### src/hw/rtl/cbpm_pkg.sv
package cbpm_pkg;

  localparam int MAX_FRAMES_DEF = 16;
  localparam int PIN_BITS_DEF   = 8;
  localparam int FIU_DEF        = 16;
  localparam int RESULT_CAP     = 16;
  localparam int CFG_W          = 5;
  localparam int CAP_W          = 5;

  // request kinds
  localparam logic [2:0] KIND_READ    = 3'd0;
  localparam logic [2:0] KIND_UNPIN   = 3'd1;
  localparam logic [2:0] KIND_ALLOC   = 3'd2;
  localparam logic [2:0] KIND_DISPOSE = 3'd3;
  localparam logic [2:0] KIND_FLUSH   = 3'd4;

  // status codes
  localparam logic [2:0] ST_OK         = 3'd0;
  localparam logic [2:0] ST_EXCEEDED   = 3'd1;
  localparam logic [2:0] ST_NOT_PINNED = 3'd2;
  localparam logic [2:0] ST_PINNED     = 3'd3;

  // disk actions
  localparam logic [2:0] ACT_NONE    = 3'd0;
  localparam logic [2:0] ACT_FETCH   = 3'd1;
  localparam logic [2:0] ACT_WBACK   = 3'd2;
  localparam logic [2:0] ACT_DELETE  = 3'd3;
  localparam logic [2:0] ACT_INSTALL = 3'd4;

  // pointer ops
  localparam logic [1:0] PTR_HOLD  = 2'd0;
  localparam logic [1:0] PTR_CLEAR = 2'd1;
  localparam logic [1:0] PTR_STEP  = 2'd2;
  localparam logic [1:0] PTR_HAND  = 2'd3;

  // hand ops
  localparam logic [1:0] HAND_HOLD = 2'd0;
  localparam logic [1:0] HAND_SUBN = 2'd1;
  localparam logic [1:0] HAND_PTR  = 2'd2;

  // frame ops at the pointer
  localparam logic [2:0] FOP_NONE    = 3'd0;
  localparam logic [2:0] FOP_TOUCH   = 3'd1;
  localparam logic [2:0] FOP_UNPIN   = 3'd2;
  localparam logic [2:0] FOP_INSTALL = 3'd3;
  localparam logic [2:0] FOP_INVAL   = 3'd4;
  localparam logic [2:0] FOP_CLRREF  = 3'd5;

  // pending write-back ops
  localparam logic [1:0] PEND_HOLD  = 2'd0;
  localparam logic [1:0] PEND_CLEAR = 2'd1;
  localparam logic [1:0] PEND_LOAD  = 2'd2;

  // result frame source
  localparam logic [1:0] ESRC_ZERO = 2'd0;
  localparam logic [1:0] ESRC_PTR  = 2'd1;
  localparam logic [1:0] ESRC_PEND = 2'd2;

  // result tag source
  localparam logic [1:0] ETAG_ZERO  = 2'd0;
  localparam logic [1:0] ETAG_REQ   = 2'd1;
  localparam logic [1:0] ETAG_FRAME = 2'd2;
  localparam logic [1:0] ETAG_PEND  = 2'd3;

  typedef struct packed {
    logic [2:0]  kind;
    logic [7:0]  file_id;
    logic [31:0] page_no;
    logic        mark_dirty;
  } req_t;

  typedef struct packed {
    logic [3:0]  frame_index;
    logic        hit;
    logic [2:0]  status;
    logic [2:0]  action;
    logic [7:0]  action_file;
    logic [31:0] action_page;
    logic        last;
  } res_t;

  typedef struct packed {
    logic       req_load;
    logic       free_clear;
    logic       free_acc;
    logic [1:0] ptr_op;
    logic [1:0] hand_op;
    logic [2:0] frame_op;
    logic [1:0] pend_op;
    logic       emit;
    logic [1:0] e_src;
    logic       e_hit;
    logic [2:0] e_status;
    logic [2:0] e_action;
    logic [1:0] e_tag;
    logic       e_last;
  } cmd_t;

  typedef struct packed {
    logic [2:0] kind;
    logic       valid;
    logic       tag_match;
    logic       file_match;
    logic       pinned;
    logic       dirty;
    logic       ref_set;
    logic       ptr_last;
    logic       any_free;
    logic       hand_ge_n;
    logic       pend_valid;
    logic       cap_full;
  } stat_t;

endpackage

### src/hw/rtl/cbpm_datapath.sv
module cbpm_datapath #(
  parameter int MAX_FRAMES = cbpm_pkg::MAX_FRAMES_DEF,
  parameter int PIN_BITS   = cbpm_pkg::PIN_BITS_DEF
) (
  input  logic                         clk,
  input  logic                         rst,
  input  cbpm_pkg::req_t               request,
  input  logic                         cfg_we,
  input  logic [cbpm_pkg::CFG_W-1:0]   cfg_data,
  input  cbpm_pkg::cmd_t               cmd,
  output cbpm_pkg::stat_t              stat,
  output logic [$clog2(MAX_FRAMES+1)-1:0] fiu,
  output cbpm_pkg::res_t               result,
  output logic                         result_valid
);

  localparam int IW = $clog2(MAX_FRAMES);
  localparam int CW = $clog2(MAX_FRAMES + 1);
  localparam int FIU_RESET = (cbpm_pkg::FIU_DEF > MAX_FRAMES) ? MAX_FRAMES
                                                              : cbpm_pkg::FIU_DEF;
  localparam logic [PIN_BITS-1:0] PIN_MAX = '1;
  localparam int CAP_W_L = cbpm_pkg::CAP_W;

  logic                frame_valid [MAX_FRAMES];
  logic [7:0]          frame_file  [MAX_FRAMES];
  logic [31:0]         frame_page  [MAX_FRAMES];
  logic [PIN_BITS-1:0] frame_pin   [MAX_FRAMES];
  logic                frame_dirty [MAX_FRAMES];
  logic                frame_ref   [MAX_FRAMES];

  cbpm_pkg::req_t      req;
  logic [IW-1:0]       ptr;
  logic [IW-1:0]       hand;
  logic                any_free;
  logic                pend_valid;
  logic [IW-1:0]       pend_frame;
  logic [31:0]         pend_page;
  logic [CAP_W_L-1:0]  cap_cnt;

  logic [CW-1:0]       ptr_inc, hand_inc;
  logic [IW-1:0]       ptr_wrap, hand_wrap;
  logic                cur_valid, cur_pinned;
  logic [CW-1:0]       cfg_v;
  cbpm_pkg::res_t      res_next;

  assign ptr_inc   = CW'(ptr) + CW'(1);
  assign hand_inc  = CW'(hand) + CW'(1);
  assign ptr_wrap  = (ptr_inc == fiu) ? '0 : ptr_inc[IW-1:0];
  assign hand_wrap = (hand_inc == fiu) ? '0 : hand_inc[IW-1:0];
  assign cur_valid  = frame_valid[ptr];
  assign cur_pinned = frame_pin[ptr] != '0;

  always_comb begin
    stat.kind       = req.kind;
    stat.valid      = cur_valid;
    stat.file_match = cur_valid && frame_file[ptr] == req.file_id;
    stat.tag_match  = stat.file_match && frame_page[ptr] == req.page_no;
    stat.pinned     = cur_pinned;
    stat.dirty      = frame_dirty[ptr];
    stat.ref_set    = frame_ref[ptr];
    stat.ptr_last   = ptr_inc == fiu;
    stat.any_free   = any_free;
    stat.hand_ge_n  = CW'(hand) >= fiu;
    stat.pend_valid = pend_valid;
    stat.cap_full   = 32'(cap_cnt) >= cbpm_pkg::RESULT_CAP;
  end

  // config value clamped to 1..MAX_FRAMES
  always_comb begin
    if (cfg_data == '0) begin
      cfg_v = CW'(1);
    end else if (32'(cfg_data) > MAX_FRAMES) begin
      cfg_v = CW'(MAX_FRAMES);
    end else begin
      cfg_v = CW'(cfg_data);
    end
  end

  always_ff @(posedge clk) begin
    if (rst) begin
      fiu          <= CW'(FIU_RESET);
      hand         <= IW'(FIU_RESET - 1);
      ptr          <= '0;
      any_free     <= 1'b0;
      pend_valid   <= 1'b0;
      cap_cnt      <= '0;
      result_valid <= 1'b0;
      for (int i = 0; i < MAX_FRAMES; i++) begin
        frame_valid[i] <= 1'b0;
        frame_pin[i]   <= '0;
        frame_dirty[i] <= 1'b0;
        frame_ref[i]   <= 1'b0;
      end
    end else begin
      if (cfg_we) begin
        fiu <= cfg_v;
      end
      if (cmd.free_clear) begin
        any_free <= 1'b0;
      end else if (cmd.free_acc) begin
        any_free <= any_free | !cur_valid | !cur_pinned;
      end
      case (cmd.ptr_op)
        cbpm_pkg::PTR_CLEAR: ptr <= '0;
        cbpm_pkg::PTR_STEP:  ptr <= ptr_wrap;
        cbpm_pkg::PTR_HAND:  ptr <= hand_wrap;
        default: ;
      endcase
      case (cmd.hand_op)
        cbpm_pkg::HAND_SUBN: hand <= IW'(CW'(hand) - fiu);
        cbpm_pkg::HAND_PTR:  hand <= ptr;
        default: ;
      endcase
      case (cmd.pend_op)
        cbpm_pkg::PEND_CLEAR: begin
          pend_valid <= 1'b0;
          cap_cnt    <= '0;
        end
        cbpm_pkg::PEND_LOAD: begin
          pend_valid <= 1'b1;
          cap_cnt    <= cap_cnt + CAP_W_L'(1);
        end
        default: ;
      endcase
      case (cmd.frame_op)
        cbpm_pkg::FOP_TOUCH: begin
          frame_ref[ptr] <= 1'b1;
          if (frame_pin[ptr] != PIN_MAX) begin
            frame_pin[ptr] <= frame_pin[ptr] + PIN_BITS'(1);
          end
        end
        cbpm_pkg::FOP_UNPIN: begin
          frame_pin[ptr] <= frame_pin[ptr] - PIN_BITS'(1);
          if (req.mark_dirty) begin
            frame_dirty[ptr] <= 1'b1;
          end
        end
        cbpm_pkg::FOP_INSTALL: begin
          frame_valid[ptr] <= 1'b1;
          frame_pin[ptr]   <= PIN_BITS'(1);
          frame_dirty[ptr] <= 1'b0;
          frame_ref[ptr]   <= 1'b1;
        end
        cbpm_pkg::FOP_INVAL: begin
          frame_valid[ptr] <= 1'b0;
          frame_dirty[ptr] <= 1'b0;
          frame_ref[ptr]   <= 1'b0;
        end
        cbpm_pkg::FOP_CLRREF: frame_ref[ptr] <= 1'b0;
        default: ;
      endcase
      result_valid <= cmd.emit;
    end
  end

  // payload registers
  always_ff @(posedge clk) begin
    if (cmd.req_load) begin
      req <= request;
    end
    if (cmd.frame_op == cbpm_pkg::FOP_INSTALL) begin
      frame_file[ptr] <= req.file_id;
      frame_page[ptr] <= req.page_no;
    end
    if (cmd.pend_op == cbpm_pkg::PEND_LOAD) begin
      pend_frame <= ptr;
      pend_page  <= frame_page[ptr];
    end
    if (cmd.emit) begin
      result <= res_next;
    end
  end

  always_comb begin
    res_next.hit    = cmd.e_hit;
    res_next.status = cmd.e_status;
    res_next.action = cmd.e_action;
    res_next.last   = cmd.e_last;
    case (cmd.e_src)
      cbpm_pkg::ESRC_PTR:  res_next.frame_index = 4'(ptr);
      cbpm_pkg::ESRC_PEND: res_next.frame_index = 4'(pend_frame);
      default:             res_next.frame_index = '0;
    endcase
    case (cmd.e_tag)
      cbpm_pkg::ETAG_REQ: begin
        res_next.action_file = req.file_id;
        res_next.action_page = req.page_no;
      end
      cbpm_pkg::ETAG_FRAME: begin
        res_next.action_file = frame_file[ptr];
        res_next.action_page = frame_page[ptr];
      end
      cbpm_pkg::ETAG_PEND: begin
        res_next.action_file = req.file_id;
        res_next.action_page = pend_page;
      end
      default: begin
        res_next.action_file = '0;
        res_next.action_page = '0;
      end
    endcase
  end

endmodule

### src/hw/rtl/cbpm_ctrl.sv
module cbpm_ctrl (
  input  logic            clk,
  input  logic            rst,
  input  logic            start,
  input  logic [2:0]      start_kind,
  input  cbpm_pkg::stat_t stat,
  output cbpm_pkg::cmd_t  cmd,
  output logic            busy
);

  localparam logic [3:0] S_IDLE  = 4'd0;
  localparam logic [3:0] S_SCAN  = 4'd1;
  localparam logic [3:0] S_HIT   = 4'd2;
  localparam logic [3:0] S_MISS  = 4'd3;
  localparam logic [3:0] S_NORM  = 4'd4;
  localparam logic [3:0] S_SWEEP = 4'd5;
  localparam logic [3:0] S_VICT  = 4'd6;
  localparam logic [3:0] S_INST  = 4'd7;
  localparam logic [3:0] S_FLCHK = 4'd8;
  localparam logic [3:0] S_FLUSH = 4'd9;
  localparam logic [3:0] S_FLEND = 4'd10;

  logic [3:0] state, state_next;

  assign busy = state != S_IDLE;

  always_ff @(posedge clk) begin
    if (rst) begin
      state <= S_IDLE;
    end else begin
      state <= state_next;
    end
  end

  always_comb begin
    cmd        = '0;
    state_next = state;
    case (state)
      S_IDLE: begin
        if (start) begin
          cmd.req_load   = 1'b1;
          cmd.free_clear = 1'b1;
          cmd.ptr_op     = cbpm_pkg::PTR_CLEAR;
          if (start_kind == cbpm_pkg::KIND_FLUSH) begin
            state_next = S_FLCHK;
          end else if (start_kind < cbpm_pkg::KIND_FLUSH) begin
            state_next = S_SCAN;
          end
        end
      end
      // tag search, one frame a cycle, also noting any free frame
      S_SCAN: begin
        cmd.free_acc = 1'b1;
        if (stat.tag_match) begin
          state_next = S_HIT;
        end else if (stat.ptr_last) begin
          state_next = S_MISS;
        end else begin
          cmd.ptr_op = cbpm_pkg::PTR_STEP;
        end
      end
      S_HIT: begin
        cmd.emit   = 1'b1;
        cmd.e_src  = cbpm_pkg::ESRC_PTR;
        cmd.e_hit  = 1'b1;
        cmd.e_last = 1'b1;
        state_next = S_IDLE;
        case (stat.kind)
          cbpm_pkg::KIND_READ: cmd.frame_op = cbpm_pkg::FOP_TOUCH;
          cbpm_pkg::KIND_UNPIN: begin
            if (stat.pinned) begin
              cmd.frame_op = cbpm_pkg::FOP_UNPIN;
            end else begin
              cmd.e_status = cbpm_pkg::ST_NOT_PINNED;
            end
          end
          cbpm_pkg::KIND_ALLOC: begin
            if (stat.pinned) begin
              cmd.e_status = cbpm_pkg::ST_PINNED;
            end else begin
              cmd.frame_op = cbpm_pkg::FOP_INSTALL;
              cmd.e_action = cbpm_pkg::ACT_INSTALL;
              cmd.e_tag    = cbpm_pkg::ETAG_REQ;
            end
          end
          default: begin
            if (stat.pinned) begin
              cmd.e_status = cbpm_pkg::ST_PINNED;
            end else begin
              cmd.frame_op = cbpm_pkg::FOP_INVAL;
              cmd.e_action = cbpm_pkg::ACT_DELETE;
              cmd.e_tag    = cbpm_pkg::ETAG_REQ;
            end
          end
        endcase
      end
      S_MISS: begin
        case (stat.kind)
          cbpm_pkg::KIND_UNPIN: begin
            cmd.emit   = 1'b1;
            cmd.e_last = 1'b1;
            state_next = S_IDLE;
          end
          cbpm_pkg::KIND_DISPOSE: begin
            cmd.emit     = 1'b1;
            cmd.e_last   = 1'b1;
            cmd.e_action = cbpm_pkg::ACT_DELETE;
            cmd.e_tag    = cbpm_pkg::ETAG_REQ;
            state_next   = S_IDLE;
          end
          default: begin
            if (stat.any_free) begin
              state_next = S_NORM;
            end else begin
              cmd.emit     = 1'b1;
              cmd.e_last   = 1'b1;
              cmd.e_status = cbpm_pkg::ST_EXCEEDED;
              state_next   = S_IDLE;
            end
          end
        endcase
      end
      // bring the hand into range after a frame-count change
      S_NORM: begin
        if (stat.hand_ge_n) begin
          cmd.hand_op = cbpm_pkg::HAND_SUBN;
        end else begin
          cmd.ptr_op = cbpm_pkg::PTR_HAND;
          state_next = S_SWEEP;
        end
      end
      S_SWEEP: begin
        cmd.hand_op = cbpm_pkg::HAND_PTR;
        if (!stat.valid) begin
          state_next = S_VICT;
        end else if (stat.ref_set) begin
          cmd.frame_op = cbpm_pkg::FOP_CLRREF;
          cmd.ptr_op   = cbpm_pkg::PTR_STEP;
        end else if (stat.pinned) begin
          cmd.ptr_op = cbpm_pkg::PTR_STEP;
        end else begin
          state_next = S_VICT;
        end
      end
      S_VICT: begin
        if (stat.valid && stat.dirty) begin
          cmd.emit     = 1'b1;
          cmd.e_src    = cbpm_pkg::ESRC_PTR;
          cmd.e_action = cbpm_pkg::ACT_WBACK;
          cmd.e_tag    = cbpm_pkg::ETAG_FRAME;
        end
        state_next = S_INST;
      end
      S_INST: begin
        cmd.frame_op = cbpm_pkg::FOP_INSTALL;
        cmd.emit     = 1'b1;
        cmd.e_src    = cbpm_pkg::ESRC_PTR;
        cmd.e_tag    = cbpm_pkg::ETAG_REQ;
        cmd.e_last   = 1'b1;
        cmd.e_action = (stat.kind == cbpm_pkg::KIND_READ) ? cbpm_pkg::ACT_FETCH
                                                          : cbpm_pkg::ACT_INSTALL;
        state_next   = S_IDLE;
      end
      S_FLCHK: begin
        if (stat.file_match && stat.pinned) begin
          cmd.emit     = 1'b1;
          cmd.e_src    = cbpm_pkg::ESRC_PTR;
          cmd.e_hit    = 1'b1;
          cmd.e_status = cbpm_pkg::ST_PINNED;
          cmd.e_last   = 1'b1;
          state_next   = S_IDLE;
        end else if (stat.ptr_last) begin
          cmd.ptr_op  = cbpm_pkg::PTR_CLEAR;
          cmd.pend_op = cbpm_pkg::PEND_CLEAR;
          state_next  = S_FLUSH;
        end else begin
          cmd.ptr_op = cbpm_pkg::PTR_STEP;
        end
      end
      // one write-back is held back until the next one shows whether it is last
      S_FLUSH: begin
        if (stat.file_match) begin
          if (!stat.dirty) begin
            cmd.frame_op = cbpm_pkg::FOP_INVAL;
          end else if (!stat.cap_full) begin
            cmd.frame_op = cbpm_pkg::FOP_INVAL;
            cmd.pend_op  = cbpm_pkg::PEND_LOAD;
            if (stat.pend_valid) begin
              cmd.emit     = 1'b1;
              cmd.e_src    = cbpm_pkg::ESRC_PEND;
              cmd.e_hit    = 1'b1;
              cmd.e_action = cbpm_pkg::ACT_WBACK;
              cmd.e_tag    = cbpm_pkg::ETAG_PEND;
            end
          end
        end
        if (stat.ptr_last) begin
          state_next = S_FLEND;
        end else begin
          cmd.ptr_op = cbpm_pkg::PTR_STEP;
        end
      end
      S_FLEND: begin
        cmd.emit   = 1'b1;
        cmd.e_last = 1'b1;
        if (stat.pend_valid) begin
          cmd.e_src    = cbpm_pkg::ESRC_PEND;
          cmd.e_hit    = 1'b1;
          cmd.e_action = cbpm_pkg::ACT_WBACK;
          cmd.e_tag    = cbpm_pkg::ETAG_PEND;
        end
        state_next = S_IDLE;
      end
      default: state_next = S_IDLE;
    endcase
  end

endmodule

### src/hw/rtl/clock_buffer_pool_manager_core.sv
// a flush walks the n active frames twice (pin check, then flush); a miss walks them
// once for the tag scan, then brings the hand into range and runs the clock sweep
// throughput: one item at a time, set by the single frame-table port walked a frame a cycle
// results come at most one per cycle on result_valid; the receiver cannot stall
// reset (synchronous, active high) empties all frames and sets 16 active frames, capped at MAX_FRAMES
module clock_buffer_pool_manager_core #(
  parameter int MAX_FRAMES = cbpm_pkg::MAX_FRAMES_DEF,
  parameter int PIN_BITS   = cbpm_pkg::PIN_BITS_DEF
) (
  input  logic            clk,
  input  logic            rst,
  // request channel
  input  logic            start,
  output logic            busy,
  input  cbpm_pkg::req_t  request,
  // result channel
  output logic            result_valid,
  output cbpm_pkg::res_t  result,
  // register port
  input  logic            psel,
  input  logic            penable,
  input  logic            pwrite,
  input  logic [2:0]      paddr,
  input  logic [31:0]     pwdata,
  output logic [31:0]     prdata,
  output logic            pready
);

  cbpm_pkg::cmd_t  cmd;
  cbpm_pkg::stat_t stat;
  logic [$clog2(MAX_FRAMES+1)-1:0] fiu;
  logic cfg_we;

  // the only register, frames_in_use, answers at byte addresses 0 to 3 (paddr[2] low)
  assign pready = 1'b1;
  assign cfg_we = psel && penable && pwrite && !paddr[2];
  assign prdata = paddr[2] ? '0 : 32'(fiu);

  // state machine: sequences scans, clock sweep and result emission
  cbpm_ctrl u_ctrl (
    .clk        (clk),
    .rst        (rst),
    .start      (start),
    .start_kind (request.kind),
    .stat       (stat),
    .cmd        (cmd),
    .busy       (busy)
  );

  // frame table, clock hand, walk pointer and result register
  cbpm_datapath #(
    .MAX_FRAMES (MAX_FRAMES),
    .PIN_BITS   (PIN_BITS)
  ) u_datapath (
    .clk          (clk),
    .rst          (rst),
    .request      (request),
    .cfg_we       (cfg_we),
    .cfg_data     (pwdata[cbpm_pkg::CFG_W-1:0]),
    .cmd          (cmd),
    .stat         (stat),
    .fiu          (fiu),
    .result       (result),
    .result_valid (result_valid)
  );

endmodule

### config.mk
export PLATFORM = sky130hd
export DESIGN_NAME = clock_buffer_pool_manager_core
export DESIGN_NICKNAME = d
export VERILOG_FILES = /design/src/hw/rtl/cbpm_pkg.sv /design/src/hw/rtl/cbpm_datapath.sv /design/src/hw/rtl/cbpm_ctrl.sv /design/src/hw/rtl/clock_buffer_pool_manager_core.sv
export SDC_FILE = /design/constraint.sdc
export NUM_CORES = 1
export LEC_CHECK = 0
export BUFFER_PORTS_ARGS = -buffer_cell sky130_fd_sc_hd__buf_4
export CAP_MARGIN = 30
export CORE_MARGIN = 2
export CORE_UTILIZATION = 56
export DETAILED_ROUTE_END_ITERATION = 12
export PLACE_DENSITY = 0.76
export RECOVER_POWER = 25
export SYNTH_ARGS = -nofsm -noshare
export SYNTH_HDL_FRONTEND = slang
export SYNTH_SLANG_ARGS = --single-unit
### constraint.sdc
create_clock -name clk -period 4.9 [get_ports clk]
set_input_delay 0.735 -clock clk [delete_from_list [all_inputs] [get_ports clk]]
set_output_delay 0.735 -clock clk [all_outputs]
set_load 0.05 [all_outputs]
# Word level (Yosys, flattened, before mapping)
# Memory sizes are Yosys's and may differ from the RTL's. A register that Yosys moved wholly into a read port is not among the register bits.
# Cells that the tools add are included.
totals:
  mem_count: 6
  out_inout_bits: 87
  rom_bits: 0
  latchBits: 0
  ramBits: 816
  register_bits: 157
  in_bits: 85
mem_list:
  columns: ["memory", "words", "width", "read_ports", "rd_clocked_by_memory_dff", "wr", "line_no", "text"]
  rows:
  - ["u_datapath.frame_page", 16, 32, 1, 1, 1, "cbpm_datapath.sv:26", "logic [31:0] frame_page [MAX_FRAMES];"]
  - ["u_datapath.frame_file", 16, 8, 1, 1, 1, "cbpm_datapath.sv:25", "logic [7:0] frame_file [MAX_FRAMES];"]
  - ["u_datapath.frame_pin", 16, 8, 1, 1, 16, "cbpm_datapath.sv:27", "logic [PIN_BITS-1:0] frame_pin [MAX_FRAMES];"]
  - ["u_datapath.frame_dirty", 16, 1, 1, 1, 16, "cbpm_datapath.sv:28", "logic frame_dirty [MAX_FRAMES];"]
  - ["u_datapath.frame_ref", 16, 1, 1, 1, 16, "cbpm_datapath.sv:29", "logic frame_ref [MAX_FRAMES];"]
  - ["u_datapath.frame_valid", 16, 1, 1, 1, 16, "cbpm_datapath.sv:24", "logic frame_valid [MAX_FRAMES];"]
classes:
  div: 0
  shift: 0
  n_mul: 0
  mux: 141
  magnitude_cmp: 4
  n_addsub: 6
  n_reduce_logical: 28
  n_eq_ne: 44
  bitwise_logic: 10
op_table:
  columns: ["operator", "n"]
  rows:
  - ["$mux 4", 35]
  - ["$pmux 40 s3", 1]
  - ["$mux 1", 47]
  - ["$mux 5", 7]
  - ["$eq 32x32->1", 1]
  - ["$pmux 4 s8", 1]
  - ["$mux 2", 15]
  - ["$mux 3", 10]
  - ["$pmux 5 s6", 1]
  - ["$mux 8", 3]
  - ["$pmux 5 s2", 2]
  - ["$mux 9", 2]
  - ["$pmux 3 s3", 2]
  - ["$eq 4x3->1 const B", 4]
  - ["$pmux 4 s2", 2]
  - ["$eq 2x2->1 const B", 7]
  - ["$eq 3x2->1 const B", 4]
  - ["$eq 4x4->1 const B", 3]
  - ["$pmux 2 s6", 1]
  - ["$pmux 3 s4", 1]
  - ["$pmux 4 s3", 1]
  - ["$add 4x1->5 const B", 2]
  - ["$eq 2x1->1 const B", 5]
  - ["$eq 5x5->1", 2]
  - ["42 further kinds", 74]

# Depth between registers and ports, before layout
logic_depth:
  depth_word: 14
  depth_mapped: 21
  ltp_nobuf: 14

# Hierarchy
# A second synthesis with hierarchy kept.
hier_totals:
  hier_cells: 2454
  hier_area_um2: 41382.2
modules_own_cells:
  columns: ["mod", "cells_per_inst", "area_per_inst_um2", "n_inst"]
  rows:
  - ["cbpm_datapath", 2312, 40387.5, 1]
  - ["cbpm_ctrl", 106, 723.2, 1]
  - ["clock_buffer_pool_manager_core", 36, 271.5, 1]

# Least setup slack after synthesis
# No wires, ideal clock.
synth_path:
  kind: "reg-to-reg"
  startpoint: "register with a tool-made name"
  endpoint: "memory u_datapath.frame_file[7][0] (enable)"
  stages_incl_launch_ff: 11
  slack_ps: -91
  setup_time_ps: 438
  period_less_slack_ps: 4991
  arrival_time_ps: 4553
  cell_sequence: "dfxtp_1 buf_6 buf_12 mux4_1 a221oi_2 nand2_1 nor4_2 a31oi_1 clkbuf_1 clkbuf_1 nor2_1"
synth_rtl:
  columns: ["item", "line_no"]
  rows:
  - ["end: declaration", "cbpm_datapath.sv:25"]

==> results_dict.tcl <==
set metrics [dict create \
    status "completed" \
    final_common_cell "edfxtp_1" \
    final_cell_mix "edfxtp_1 (947), nor2_1 (173), buf_4 (164)" \
    die_h_um 273.9 \
    max_stage_delay_ns 0.57 \
    fin_crit_sh_pct 93.51 \
    cts_setup_buffers 0 \
    drv_slew 0 \
    cts.htree.levels 3 \
    syn_avg_cell_area_um2 17.16 \
    synthSimpleGateAreaFrac_pct 5.582 \
    use_met1_pct 35.57 \
    core_um2 71850 \
    gr-max-usage-layer "met2" \
    start_util_pct 56.78 \
    port_buffers 113 \
    crit_slowest_cell "mux4_2" \
    grt_pass1_wl_mm 145.7 \
    routed_wirelength_mm 97.62 \
    setup_violations 0 \
    synth-edff-count 947 \
    use_met2_pct 42.86 \
    numCtsBuffers 96 \
    required_ns 5.27 \
    r2r_slack_ns 0.32 \
    drcViolationCount 0 \
    drive_gt1_share_pct 22.13 \
    routabilityCongestion 0.8530 \
    dieArea_um2 75030 \
    cp_num_buf_inv 6 \
    maxCapViolCount 0 \
    cp_top_family "buffers and inverters" \
    synthArstFlopShare_pct 0 \
    holdBufCountCts 0 \
    crit_path_end "u_datapath.frame_pin[10][3]$_SDFFCE_PN0P_" \
    areaGrowthSynthToFinish_pct 14.04 \
    via_per_inst 6.392 \
    vias 22970 \
    netlist_instances 2378 \
    r2r_end "u_datapath.frame_pin[10][3]$_SDFFCE_PN0P_" \
    antenna_found_initial 0 \
    synth_ff_type "edfxtp_1" \
    dp_hpwl_mm 57.95 \
    cellPowerDensity_nw_per_um2 441.0 \
    met3_usage_pct 5.228 \
    grt-ovfl-total 0 \
    rsz0062_at_grt "no" \
    row_count 98 \
    ctsLongestPathBuffers 3 \
    skew_ns 0.04398 \
    critPathMaxFanout 46 \
    ys_warn_count 0 \
    cts_tree "built" \
    worstRegToRegCells 15 \
    whs_ns 0.2597 \
    leakage_nw 15.23 \
    hold_viol 0 \
    crit_type "reg2reg" \
    clk_pin_slew_ns 0.06 \
    period_minus_slack_ns 4.582 \
    gr-usage-all-layers_pct 26.34 \
    end_kind "register" \
    max_slew_margin_pct 34.44 \
    clock_latency_ns 0.67 \
    ant_nets 0 \
    crit_arrival_ns 4.95 \
    cts.sinks 976 \
    p_total_mw 20.52 \
    antenna_cells 0 \
    synthAdderAreaFrac_pct 0.6011 \
    synth_top_family_by_area "multiplexers" \
    wl_per_cell_um 27.17 \
    grt_max_degree 53 \
    utilization_pct 64.75 \
    cp.depth 15 \
    yosysUniqueCellTypes 82 \
    ys_seq_area_share_pct 71.13 \
    grt_pass1_vias 23500 \
    crit_chain "buf_12 -> buf_4 -> buf_12 -> mux4_2 -> a22oi_1 -> nand2_1 -> xnor2_1 -> nand3_1 -> a2111oi_0 -> buf_4 -> nor3_1 -> o211ai_1 -> buf_12 -> o21ai_0 -> buf_4" \
    hold_path_class "in2reg" \
    syn_area_um2 40800 \
    critPathLaunchType "register" \
    ios 172 \
    dr.pass1.iters 6 \
    ys_seq_elements 976 \
    fin_nets 2671 \
    synth_mux_area_share_pct 12.70 \
    drtIter0Drc 2911 \
    fp.dieW_um 273.9 \
    synth-xor-area-share_pct 1.582 \
    max_freq_ghz 0.2182 \
    vdd_drop_max_mv 0.4415 \
    synth_compound_area_share_pct 5.382 \
    tightest_slew_ns 0.9824 \
    clock_tree.root_cell "clkbuf_16" \
]
[report_power, final]
part | switching, mW | internal (mW) | total [mW]
combinational | 1.90 | 1.33 | 3.23
clock | 3.12 | 4.05 | 7.17
sequential | 0.441 | 9.67 | 10.1
[kinds of logic after synthesis]
| family | count (synthesis) |
|---|---|
| AOI/OAI and AO/OA | 302 |
| xor gates and xnor gates | 72 |
| adders and majority gates | 19 |
| buffers and inverters | 236 |
| DFF | 976 |
| muxes | 278 |
| other | 2 |
| and+or+nand+nor | 493 |
[flip-flops by register name (all words and copies together) (netlist names), 5 cells and up, named ones only]
name	cells
u_datapath.frame_valid	16
u_datapath.req	41
u_datapath.frame_file	128
u_datapath.cap_cnt	5
u_datapath.result	51
u_datapath.pend_page	32
u_datapath.frame_ref	16
u_datapath.frame_pin	128
u_datapath.frame_dirty	16
u_datapath.frame_page	512
u_datapath.fiu	5
[worst register-to-register path, stage by stage, from the launching register on]
cell       delay, ns
dfxtp_4         0.37
buf_12          0.23
buf_4           0.32
buf_12          0.33
mux4_2          0.58
a22oi_1         0.22
nand2_1         0.12
xnor2_1         0.13
nand3_1         0.23
a2111oi_0       0.12
buf_4           0.16
nor3_1          0.41
o211ai_1        0.26
buf_12          0.26
o21ai_0         0.34
buf_4           0.22
[final cells by class]
class | count | area [µm²]
inverter | 56 | 210.2
timing repair buffer | 244 | 2222
fill | 4832 | 25330
tap | 950 | 1189
clock inverter | 47 | 511.7
multi-input combinational | 1193 | 10810
clock buffer | 127 | 2550
sequential | 976 | 29030
[worst min-delay path by stage]
stage                                             startpoint  cells past startpoint                                  to  slack [ns]
after global placement    u_datapath.pend_valid$_SDFFE_PP0P_                      2  u_datapath.pend_valid$_SDFFE_PP0P_        0.46
after CTS                                        request[23]                      1        u_datapath.req[23]$_DFFE_PP_        0.21
final                                            request[22]                      1        u_datapath.req[22]$_DFFE_PP_        0.26
after floorplan               u_datapath.ptr[2]$_SDFFE_PP0N_                      0  u_datapath.pend_frame[2]$_DFFE_PP_        0.42
after global routing                             request[19]                      1        u_datapath.req[19]$_DFFE_PP_        0.24
after detailed placement  u_datapath.pend_valid$_SDFFE_PP0P_                      2  u_datapath.pend_valid$_SDFFE_PP0P_        0.48
[cells in the mapped netlist (14+ instances only)]
cell | number | area, µm²
mux4_2 | 153 | 3446
clkbuf_1 | 83 | 311.6
ha_1 | 18 | 225.2
nor2b_1 | 22 | 137.6
o21ai_0 | 72 | 360.4
buf_2 | 30 | 150.1
nor3_1 | 75 | 375.4
inv_1 | 55 | 206.5
xor2_1 | 34 | 297.8
mux2i_1 | 79 | 790.8
mux2_2 | 16 | 180.2
a21oi_1 | 28 | 140.1
edfxtp_1 | 947 | 28440
nand2b_1 | 14 | 87.58
nand3_1 | 21 | 105.1
xnor2_1 | 36 | 315.3
dfxtp_1 | 29 | 580.6
buf_4 | 42 | 315.3
a21boi_0 | 18 | 135.1
mux4_1 | 28 | 735.7
a222oi_1 | 31 | 310.3
a22oi_1 | 62 | 465.5
nand2_1 | 109 | 409.1
nor2_1 | 189 | 709.4
[per-stage QoR]
stage	setup TNS, ns	worst slack (ns)	cell area [µm²]	instances
floorplan	-32.60	-0.09055	40900	2405
global placement	0	0.4182	43520	3419
detailed placement	0	0.3584	43520	3419
CTS	0	0.3173	46590	3593
global route	0	0.06410	46530	3593
finish	0	0.3178	46530	3593
[per-layer routing]
| metal | vias up | part of all wire (%) |
|---|---|---|
| met3 | 209 | 9.9 |
| li1 | 9752 | - |
| met1 | 11600 | 38 |
| met2 | 1401 | 49 |
| met4 | 0 | 3.4 |
| met5 | - | 0 |
[timing repair]
item / in CTS / in global routing
hold endpoints to repair: 0 / 0
resized for setup: 0 / 1
endpoints found under the setup margin: 0 / 2
Note: power is estimated with default switching activity, not from simulation.
